--- src/pfa_pkg.sv ---
package pfa_pkg;

	// field modulus and derived constants
	localparam logic [29:0] P_MOD     = 30'd1000000007;
	localparam logic [31:0] P_MOD_X2  = 32'd2000000014;
	// floor(2^60 / p) for the barrett quotient estimate
	localparam logic [30:0] BARRETT_M = 31'd1152921496;
	// fermat exponent p - 2 for the inverse
	localparam logic [62:0] EXP_INV   = 63'd1000000005;
	localparam logic [5:0]  EXP_MSB   = 6'd62;

	typedef enum logic [2:0] {
		K_ADD = 3'd0,
		K_SUB = 3'd1,
		K_MUL = 3'd2,
		K_POW = 3'd3,
		K_DIV = 3'd4
	} kind_t;

	// operand pairs for the shared modular multiplier
	typedef enum logic [1:0] {
		SEL_AB    = 2'd0,
		SEL_SQR   = 2'd1,
		SEL_BASE  = 2'd2,
		SEL_FINAL = 2'd3
	} mm_sel_t;

	// source of the result register
	typedef enum logic [2:0] {
		RES_ZERO = 3'd0,
		RES_ERR  = 3'd1,
		RES_ADD  = 3'd2,
		RES_SUB  = 3'd3,
		RES_ACC  = 3'd4
	} res_sel_t;

	typedef struct packed {
		logic     load;
		logic     mm_start;
		mm_sel_t  mm_sel;
		logic     acc_init;
		logic     exp_shift;
		logic     res_write;
		res_sel_t res_sel;
	} cmd_t;

	typedef struct packed {
		kind_t kind;
		logic  err;
		logic  mm_done;
		logic  exp_bit;
	} sts_t;

endpackage

--- src/pfa_modmul.sv ---
module pfa_modmul import pfa_pkg::*; (
	input  logic        clk,
	input  logic        arst_n,
	input  logic        start,
	input  logic [29:0] x,
	input  logic [29:0] y,
	output logic        done,
	output logic [29:0] res
);

	logic        v_s1, v_s2, v_s3, v_s4;
	logic [59:0] prod_s1;
	logic [61:0] t_s2;
	logic [31:0] lo_s2, lo_s3;
	logic [31:0] qp_s3;
	logic [29:0] res_s4;
	logic [31:0] r;
	logic [30:0] q;

	// valid pipe
	always_ff @(posedge clk or negedge arst_n) begin
		if (!arst_n) begin
			v_s1 <= 1'b0;
			v_s2 <= 1'b0;
			v_s3 <= 1'b0;
			v_s4 <= 1'b0;
		end else begin
			v_s1 <= start;
			v_s2 <= v_s1;
			v_s3 <= v_s2;
			v_s4 <= v_s3;
		end
	end

	// quotient estimate and remainder before correction
	assign q = t_s2[61:31];
	assign r = lo_s3 - qp_s3;

	// full product, barrett estimate, q*p, then final correction
	always_ff @(posedge clk) begin
		prod_s1 <= 60'(x) * 60'(y);
		t_s2    <= 62'(prod_s1[59:29]) * 62'(BARRETT_M);
		lo_s2   <= prod_s1[31:0];
		qp_s3   <= 32'(q) * 32'(P_MOD);
		lo_s3   <= lo_s2;
		if (r >= P_MOD_X2) begin
			res_s4 <= 30'(r - P_MOD_X2);
		end else if (r >= 32'(P_MOD)) begin
			res_s4 <= 30'(r - 32'(P_MOD));
		end else begin
			res_s4 <= r[29:0];
		end
	end

	assign done = v_s4;
	assign res  = res_s4;

endmodule

--- src/pfa_datapath.sv ---
module pfa_datapath import pfa_pkg::*; (
	input  logic        clk,
	input  logic        arst_n,
	input  cmd_t        cmd,
	output sts_t        sts,
	input  logic [2:0]  kind,
	input  logic [29:0] operand_a,
	input  logic [62:0] operand_b,
	output logic [29:0] value,
	output logic        range_error
);

	kind_t       kind_q;
	logic        err_q;
	logic [29:0] a_q, b_q, base_q, acc_q;
	logic [62:0] exp_q;
	logic [29:0] value_q;
	logic        range_error_q;
	logic [29:0] mm_x, mm_y, mm_res, acc_cur;
	logic        mm_done;
	kind_t       kind_in;
	logic        b_reduced, kind_ok, err_in;
	logic [30:0] sum, diff;

	// operand range check on the incoming request
	assign kind_in   = kind_t'(kind);
	assign b_reduced = (kind_in == K_ADD) || (kind_in == K_SUB) ||
	                   (kind_in == K_MUL) || (kind_in == K_DIV);
	assign kind_ok   = b_reduced || (kind_in == K_POW);
	assign err_in    = kind_ok && ((operand_a >= P_MOD) ||
	                   (b_reduced && (operand_b >= 63'(P_MOD))));

	// request capture, accumulator and exponent shifter
	always_ff @(posedge clk) begin
		if (cmd.load) begin
			kind_q <= kind_in;
			err_q  <= err_in;
			a_q    <= operand_a;
			b_q    <= operand_b[29:0];
			if (kind_in == K_DIV) begin
				base_q <= operand_b[29:0];
				exp_q  <= EXP_INV;
			end else begin
				base_q <= operand_a;
				exp_q  <= operand_b;
			end
		end else if (cmd.exp_shift) begin
			exp_q <= {exp_q[61:0], 1'b0};
		end
		if (cmd.acc_init) begin
			acc_q <= 30'd1;
		end else if (mm_done) begin
			acc_q <= mm_res;
		end
	end

	// multiplier result bypasses the accumulator in its done cycle
	assign acc_cur = mm_done ? mm_res : acc_q;

	// multiplier operand select
	always_comb begin
		case (cmd.mm_sel)
			SEL_AB: begin
				mm_x = a_q;
				mm_y = b_q;
			end
			SEL_SQR: begin
				mm_x = acc_cur;
				mm_y = acc_cur;
			end
			SEL_BASE: begin
				mm_x = acc_cur;
				mm_y = base_q;
			end
			SEL_FINAL: begin
				mm_x = a_q;
				mm_y = acc_cur;
			end
			default: begin
				mm_x = a_q;
				mm_y = b_q;
			end
		endcase
	end

	pfa_modmul u_modmul (
		.clk    (clk),
		.arst_n (arst_n),
		.start  (cmd.mm_start),
		.x      (mm_x),
		.y      (mm_y),
		.done   (mm_done),
		.res    (mm_res)
	);

	// add and subtract with one correction step
	assign sum  = 31'(a_q) + 31'(b_q);
	assign diff = (a_q >= b_q) ? 31'(a_q - b_q) : 31'(a_q) + 31'(P_MOD) - 31'(b_q);

	// result register
	always_ff @(posedge clk) begin
		if (cmd.res_write) begin
			case (cmd.res_sel)
				RES_ERR: begin
					value_q       <= '0;
					range_error_q <= 1'b1;
				end
				RES_ADD: begin
					value_q       <= (sum >= 31'(P_MOD)) ? 30'(sum - 31'(P_MOD)) : sum[29:0];
					range_error_q <= 1'b0;
				end
				RES_SUB: begin
					value_q       <= diff[29:0];
					range_error_q <= 1'b0;
				end
				RES_ACC: begin
					value_q       <= acc_q;
					range_error_q <= 1'b0;
				end
				default: begin
					value_q       <= '0;
					range_error_q <= 1'b0;
				end
			endcase
		end
	end

	assign value       = value_q;
	assign range_error = range_error_q;

	assign sts.kind    = kind_q;
	assign sts.err     = err_q;
	assign sts.mm_done = mm_done;
	assign sts.exp_bit = exp_q[62];

endmodule

--- src/pfa_ctrl.sv ---
module pfa_ctrl import pfa_pkg::*; (
	input  logic clk,
	input  logic arst_n,
	input  logic in_valid,
	output logic in_ready,
	output logic out_valid,
	input  logic out_ready,
	input  sts_t sts,
	output cmd_t cmd
);

	typedef enum logic [6:0] {
		ST_IDLE       = 7'b0000001,
		ST_DECODE     = 7'b0000010,
		ST_SQR        = 7'b0000100,
		ST_SQR_WAIT   = 7'b0001000,
		ST_MUL_WAIT   = 7'b0010000,
		ST_FINAL_WAIT = 7'b0100000,
		ST_WRITE      = 7'b1000000
	} state_t;

	state_t   state_q, state_d;
	logic [5:0] cnt_q, cnt_d;
	res_sel_t res_sel_q, res_sel_d;
	logic     out_valid_q;
	logic     advance;
	logic     out_free;

	assign out_free = !out_valid_q || out_ready;

	// next state and commands
	always_comb begin
		state_d       = state_q;
		cnt_d         = cnt_q;
		res_sel_d     = res_sel_q;
		advance       = 1'b0;
		cmd           = '0;
		cmd.mm_sel    = SEL_AB;
		cmd.res_sel   = res_sel_q;
		case (state_q)
			ST_IDLE: begin
				if (in_valid) begin
					cmd.load = 1'b1;
					state_d  = ST_DECODE;
				end
			end
			ST_DECODE: begin
				if (sts.err) begin
					res_sel_d = RES_ERR;
					state_d   = ST_WRITE;
				end else begin
					case (sts.kind)
						K_ADD: begin
							res_sel_d = RES_ADD;
							state_d   = ST_WRITE;
						end
						K_SUB: begin
							res_sel_d = RES_SUB;
							state_d   = ST_WRITE;
						end
						K_MUL: begin
							cmd.mm_start = 1'b1;
							cmd.mm_sel   = SEL_AB;
							state_d      = ST_FINAL_WAIT;
						end
						K_POW, K_DIV: begin
							cmd.acc_init = 1'b1;
							cnt_d        = EXP_MSB;
							state_d      = ST_SQR;
						end
						default: begin
							res_sel_d = RES_ZERO;
							state_d   = ST_WRITE;
						end
					endcase
				end
			end
			ST_SQR: begin
				cmd.mm_start = 1'b1;
				cmd.mm_sel   = SEL_SQR;
				state_d      = ST_SQR_WAIT;
			end
			ST_SQR_WAIT: begin
				if (sts.mm_done) begin
					if (sts.exp_bit) begin
						cmd.mm_start = 1'b1;
						cmd.mm_sel   = SEL_BASE;
						state_d      = ST_MUL_WAIT;
					end else begin
						advance = 1'b1;
					end
				end
			end
			ST_MUL_WAIT: begin
				if (sts.mm_done) begin
					advance = 1'b1;
				end
			end
			ST_FINAL_WAIT: begin
				if (sts.mm_done) begin
					res_sel_d = RES_ACC;
					state_d   = ST_WRITE;
				end
			end
			ST_WRITE: begin
				if (out_free) begin
					cmd.res_write = 1'b1;
					state_d       = ST_IDLE;
				end
			end
			default: begin
				state_d = ST_IDLE;
			end
		endcase

		// move to the next exponent bit or finish the power
		if (advance) begin
			if (cnt_q == '0) begin
				if (sts.kind == K_DIV) begin
					cmd.mm_start = 1'b1;
					cmd.mm_sel   = SEL_FINAL;
					state_d      = ST_FINAL_WAIT;
				end else begin
					res_sel_d = RES_ACC;
					state_d   = ST_WRITE;
				end
			end else begin
				cnt_d         = cnt_q - 6'd1;
				cmd.exp_shift = 1'b1;
				cmd.mm_start  = 1'b1;
				cmd.mm_sel    = SEL_SQR;
				state_d       = ST_SQR_WAIT;
			end
		end
	end

	// state, bit counter, result select and output valid
	always_ff @(posedge clk or negedge arst_n) begin
		if (!arst_n) begin
			state_q     <= ST_IDLE;
			cnt_q       <= '0;
			res_sel_q   <= RES_ZERO;
			out_valid_q <= 1'b0;
		end else begin
			state_q   <= state_d;
			cnt_q     <= cnt_d;
			res_sel_q <= res_sel_d;
			if (cmd.res_write) begin
				out_valid_q <= 1'b1;
			end else if (out_ready) begin
				out_valid_q <= 1'b0;
			end
		end
	end

	assign in_ready  = (state_q == ST_IDLE);
	assign out_valid = out_valid_q;

endmodule

--- src/prime_field_arith_unit.sv ---
// add and subtract write their result directly after decode, multiply runs one modular multiply,
// power squares once per exponent bit (63 bits) and multiplies by the base on each set bit,
// divide runs the same loop on the exponent p-2 (15 set bits) plus one final multiply by a;
// every modular multiply runs on the single shared barrett multiplier, one at a time;
// in_ready rises in the same cycle as out_valid, once the previous result has moved to the
// output register; arst_n clears the controller, the multiplier valid pipe and output valid
module prime_field_arith_unit import pfa_pkg::*; (
	input  logic        clk,
	input  logic        arst_n,
	input  logic        in_valid,
	output logic        in_ready,
	input  logic [2:0]  kind,
	input  logic [29:0] operand_a,
	input  logic [62:0] operand_b,
	output logic        out_valid,
	input  logic        out_ready,
	output logic [29:0] value,
	output logic        range_error
);

	cmd_t cmd;
	sts_t sts;

	// sequencer
	pfa_ctrl u_ctrl (
		.clk       (clk),
		.arst_n    (arst_n),
		.in_valid  (in_valid),
		.in_ready  (in_ready),
		.out_valid (out_valid),
		.out_ready (out_ready),
		.sts       (sts),
		.cmd       (cmd)
	);

	// operand, accumulator and result datapath
	pfa_datapath u_datapath (
		.clk         (clk),
		.arst_n      (arst_n),
		.cmd         (cmd),
		.sts         (sts),
		.kind        (kind),
		.operand_a   (operand_a),
		.operand_b   (operand_b),
		.value       (value),
		.range_error (range_error)
	);

`ifndef SYNTHESIS
	// in_ready drops once a request has been taken
	a_no_back_to_back: assert property (@(posedge clk) disable iff (!arst_n)
		in_valid && in_ready |=> !in_ready)
		else $error("request accepted while previous one still decoding");

	// an error result carries a zero value
	a_err_zero: assert property (@(posedge clk) disable iff (!arst_n)
		out_valid && range_error |-> value == '0)
		else $error("range error with nonzero value");

	// every result is reduced
	a_value_reduced: assert property (@(posedge clk) disable iff (!arst_n)
		out_valid |-> value < P_MOD)
		else $error("result not reduced modulo p");
`endif

endmodule
--- config.mk ---
export PLATFORM = sky130hd
export DESIGN_NAME = prime_field_arith_unit
export DESIGN_NICKNAME = d
export VERILOG_FILES = /design/src/pfa_pkg.sv /design/src/pfa_modmul.sv /design/src/pfa_datapath.sv /design/src/pfa_ctrl.sv /design/src/prime_field_arith_unit.sv
export SDC_FILE = /design/constraint.sdc
export NUM_CORES = 2
export LEC_CHECK = 0
export BUFFER_PORTS_ARGS = -buffer_cell sky130_fd_sc_hd__buf_4
export CAP_MARGIN = 30
export CORE_MARGIN = 1.5
export CORE_UTILIZATION = 43
export CTS_CLUSTER_DIAMETER = 50
export DETAILED_ROUTE_END_ITERATION = 10
export PLACE_DENSITY = 0.56
export SLEW_MARGIN = 10
export SYNTH_ARGS = -nofsm -noshare
export SYNTH_HDL_FRONTEND = slang
export SYNTH_SLANG_ARGS = --single-unit
--- constraint.sdc ---
create_clock -name clk -period 28 [get_ports clk]
set_clock_uncertainty 0.05 [all_clocks]
set_input_delay 2.8 -clock clk [delete_from_list [all_inputs] [get_ports clk]]
set_output_delay 2.8 -clock clk [all_outputs]
set_load 0.05 [all_outputs]
-- Yosys cells after proc, flatten, opt, wreduce, memory -nomap -nowiden
Index checks and enable logic that the tools add are counted.
- bits of input ports: 100
- bits in registers: 484
- output and inout port bits: 33
- logic and storage cells: 148
- add/subtract/negate cells: 9
- multiply operators: 3
- eq/ne operators: 28
- muxes and demuxes: 58
- magnitude comparators: 6
- reduce and logical (&&, ||, !) cells: 21
- operators by type and width (operator ; number):
    $mux W63 ; 3
    $mux W30 ; 6
    $pmux W30 S3 ; 2
    $sub A30 B30 Y30 const B ; 3
    $ge A63 B30 Y1 const B ; 1
    $mux W7 ; 9
    $mul A30 B30 Y60 ; 1
    $pmux W30 S2 ; 1
    $sub A30 B30 Y30 ; 2
    $mul A31 B28 Y59 const B ; 1
    $pmux W7 S7 ; 1
    $mux W3 ; 11
    $ge A32 B30 Y1 const B ; 1
    $ge A32 B31 Y1 const B ; 1
    $mul A31 B30 Y32 const B ; 1
    $sub A32 B32 Y32 ; 1
    $add A30 B30 Y31 ; 1
    $ge A31 B30 Y1 const B ; 1
    $add A30 B30 Y30 const B ; 1
    $ge A30 B30 Y1 ; 1
    $ge A30 B30 Y1 const B ; 1
    $mux W6 ; 5
    $eq A3 B2 Y1 const B ; 6
    $pmux W3 S3 ; 2
    other kinds (30) ; 62

-- Longest topological paths before layout
- depth in word-level cells: 12
- mapped depth: 46
- mapped depth without buffers: 40

-- Hierarchy
Synthesis repeated with hierarchy kept, for this count alone.
- cell total of the unflattened synthesis: 7848
- area total of the unflattened synthesis: 74485.2 sq um
- modules (own cells, without submodules) (module ; area an instance (sq um) ; cells each ; sequential area each (sq um) ; instances):
    pfa_modmul ; 56797.0 ; 5887 ; 4444.3 ; 1
    pfa_datapath ; 16522.1 ; 1822 ; 6246.0 ; 1
    pfa_ctrl ; 1166.1 ; 139 ; 426.7 ; 1

-- Least setup slack after synthesis
No wires, ideal clock.
- path type: flip-flop to flip-flop
- from: reg u_ctrl.state_q[2]
- to: reg u_datapath.u_modmul.prod_s1[59]
- cell stages (with the launch flop): 44
- slack: 17.329 ns
- buffers on the path: 8
- period minus slack after synthesis: 10.671 ns
- arrival: 10.549 ns
- setup time: 0.072 ns
- data required time: 27.878 ns
- cells stage by stage: dfrtp_1 -> clkbuf_1 -> nor3_1 -> nor3b_1 -> and3_1 -> buf_2 -> nand2_1 -> nand2_1 -> a21oi_1 -> clkbuf_1 -> ha_1 -> clkbuf_1 -> buf_1 -> buf_1 -> a21o_1 -> buf_1 -> clkbuf_1 -> nor2_1 -> [... 8 more ...] -> fa_1 -> inv_1 -> fa_1 -> inv_1 -> fa_1 -> inv_1 -> ha_1 -> and3_1 -> and3_1 -> a211o_1 -> a21oi_1 -> o22ai_1 -> a31o_2 -> a21bo_2 -> a211oi_1 -> o21ai_0 -> a21oi_1 -> xnor2_1
- cells in the longest elaborated chain, start to end: 9
- elaborated cells between the ends (all ways): 19
- those cells by class: 1 x mul; 7 x eq/ne; 7 x mux; 4 x reduce/logical
- ends and longest elaborated chain (item ; RTL line ; text):
    from (decl) ; pfa_ctrl.sv:22 ; state_t state_q, state_d;
    from (signal assigned) ; pfa_ctrl.sv:145 ; state_q <= state_d;
    $eq A7 B4 Y1 (tied with other cells) ; pfa_ctrl.sv:40 ; case (state_q)
    $pmux W3 S3 ; pfa_ctrl.sv:40 ;
    $mux W3 ; pfa_ctrl.sv:119 ; if (sts.kind == K_DIV) begin
    $mux W3 ; pfa_ctrl.sv:118 ; if (cnt_q == '0) begin
    $mux W3 * ; pfa_ctrl.sv:117 ; if (advance) begin
    $eq A2 B1 Y1 (tied with other cells) ; pfa_datapath.sv:62 ; case (cmd.mm_sel)
    $reduce_or A2 Y1 (no line) ; n/a ;
    $pmux W30 S3 / $pmux W30 S2 (equally long branches) ; pfa_datapath.sv:62 ;
    $mul A30 B30 Y60 * ; pfa_modmul.sv:41 ; prod_s1 <= 60'(x) * 60'(y);
    to (signal assigned) ; pfa_modmul.sv:41 ;
    to (decl) ; pfa_modmul.sv:12 ; logic [59:0] prod_s1;
Every way passes the cells marked *; elsewhere a longest branch is shown, timed or not.
A chain may end at the register's enable or synchronous reset.

-- Worst setup path in the final report
- from: reg u_ctrl.state_q[1]
- to: reg u_datapath.u_modmul.prod_s1[58]
The elaborated chain is that of the path after synthesis.

==> run metrics <==
clock buffer depth 3; post-CTS sizing 0; routed wl met2 105,000 um; Max-Cap Viols 0; ys async rst share 4.61%; port bufs approximately 130; M1 WL 96,200 um; CP arrival 13,140 ps; I/O Pins roughly 130; GRT Total Usage 26.6%; crit-path most repeated cell fa_1; clk_lat worst skew 660 ps; first-pass GRT wire length about 350,000 um; HP Start u_datapath.u_modmul.lo_s2[15]; HP Class reg2reg; CP startpoint u_ctrl.state_q[1]; largest net degree at the start of global routing 76; Via density 5.34; Area contributors post-synth fa_1 34%, ha_1 15%, inv_1 8.3%; EDFF count, synth around 190; period utilisation layout 45.1%; final hold violation count 0; max-slew violations 0; Initial Util 43.2%; area grow syn2layout 8.55%; core area 169,000 um^2; die area 173,000 um^2; H-tree depth 3; Worst-Margin Slew 1070 ps; CTS Sinks 456; status completed; area of the multi-input gates approximately 55,000 um^2; Register Area 11,100 um^2; Worst path max stage delay 860 ps; Num CTS Buffers 69; unrepaired setup endpoints after global routing false; met3 wire len 13,600 um; startpoint types register; top-area cell type share of the netlist area about a third; die span in y 416 um; Fmax 0.0792 GHz; endpoints failing setup 0; CP max FO 41; top routing layer used met5; Final min period approximately 13,000 ps; Setup WS post-layout 15,380 ps; R2R Path Start u_ctrl.state_q[1]; area leader, netlist fa_1; Syn Nets 10,100; setup TNS 0 ps; Post-synth top cells 1,617 x inv_1, 1,242 x fa_1, 902 x ha_1, 812 x nor2_1, 738 x nand2_1; count of cell types in the netlist 112; initial antenna violation count 6; vias in the first global route approximately 57,000; clk root buf clkbuf_16; crit end category register; GPL Wtd Cong roughly 0.97; postcts setup bufs 0; WL final between 200,000 and 250,000 um; grt ovf 0; Avg Inst Size Synth 9.29 um^2; dpl hpwl 186,000 um; CTS tree built; Crit Path Category reg2reg; flops & latches, synth approximately 460; FILL cells 16,400; critical path's slowest cell a21o_1; sequential fraction of the synthesis area 15.2%; number of nets in the layout 10,200; synthesized instance count 7,884; share of post-route cells with drive strength above 1 6.31%; clock transition at the registers of the reported paths about 60 ps; pre-CTS setup slack approximately 15,000 ps; Slew HR 29.0%; # DRC 0; Crit path max-delay family adder cells; most common cell in the netlist inv_1; per-cell routed wire length about 22 um; row cnt 151; Synth Warn # 0; Crit path buffers/inverters 8; Antenna Nets Post-Route 0; first-pass detailed-route iteration total 6; Post-synth top flop dfxtp_1; Via Count 54,600; Die Width about 420 um; worst path required time 28,520 ps; drt initial violations 3,848; Hold Buf Count CTS 0; Post-Syn Area roughly 73,000 um^2
[metal layers]
layer  track usage (%)  vias to the layer above
met2              43.3                     1639
met1              36.0                    27600
met3              3.23                      329
met4              10.8                        4
li1                  -                    25000
met5                 0                        -
[cell usage in the layout, fill, tap and decap left out, types with 28 or more instances in the layout]
master,n
and3_1,30
o21a_1,32
mux2i_1,50
a21oi_1,275
ha_1,900
a31oi_1,28
a211oi_1,61
nor2b_1,65
inv_1,1616
nor2_1,812
o21bai_1,29
nor3_1,85
nand2_1,735
nand4_1,28
xor2_1,72
a21o_1,138
edfxtp_1,188
dfxtp_1,247
o21ai_0,145
buf_4,247
xnor2_1,206
o211ai_1,30
nand2b_1,59
clkbuf_16,73
fa_1,1242
nand3_1,106
[metrics by stage]
| step | area [um^2] | std cells | hold slack (ps) | util [%] |
|---|---|---|---|---|
| after floorplan | 73200 | 7884 | 260 | - |
| after global placement | 77000 | 10100 | 263 | 45.5 |
| after detailed placement | 77100 | 10100 | 262 | 45.5 |
| after CTS | 79400 | 10200 | 272 | 46.9 |
| after global routing | 79500 | 10200 | 277 | 46.9 |
| final | 79500 | 10200 | 263 | 46.9 |
[registers in the layout, indices dropped and copies added, names as in the netlist, 7 cells and up]
signal                       cells
u_datapath.exp_q                63
u_datapath.u_modmul.prod_s1     60
u_datapath.u_modmul.lo_s2       32
u_datapath.u_modmul.lo_s3       32
u_datapath.u_modmul.qp_s3       32
u_datapath.u_modmul.t_s2        31
u_datapath.a_q                  30
u_datapath.acc_q                30
u_datapath.b_q                  30
u_datapath.base_q               30
u_datapath.u_modmul.res         30
u_datapath.value                30
u_ctrl.state_q                   7
[cell families (layout without fill, tap and decap cells)]
family / count (synthesis) / after routing / share of synthesized area, %
AOI/OAI and AO/OA: 974 / 974 / 8.96
xor gates and xnor gates: 282 / 282 / 3.41
adders and majority gates: 2144 / 2144 / 49.4
buffers and inverters: 1888 / 2005 / 9.77
DFF: 456 / 456 / 15.2
muxes: 80 / 80 / 1.12
other: 0 / 2 / 0
and+or+nand+nor: 2060 / 2060 / 12.2
[path summary, 6_finish.rpt]
| check | slack, ps | end | cells after the start |
|---|---|---|---|
| setup / recovery | 15380 | u_datapath.u_modmul.prod_s1[58] | 37 |
| hold / removal | 260 | u_datapath.u_modmul.lo_s3[15] | 0 |
| setup reg to reg | 15380 | u_datapath.u_modmul.prod_s1[58] | 37 |
| hold reg to reg | 260 | u_datapath.u_modmul.lo_s3[15] | 0 |
| max in group asynchronous | 25640 | u_ctrl.state_q[0] | 1 |
| min in group asynchronous | 1970 | u_ctrl.out_valid | 1 |
[area by class of cell]
class                   count  share of cell area [%]
clock buffers              84                    2.40
flip-flops and latches    456                    14.0
inverters                1624                    7.68
diodes                      2                 0.00630
multi-input cells        5540                    69.4
clock inverters            44                   0.557
repair buffers            253                    2.50
well taps                2218                    3.49
Power is left out: the tool's default activity adds up to more than one toggle a clock period on the data nets, which glitch-free logic cannot reach.
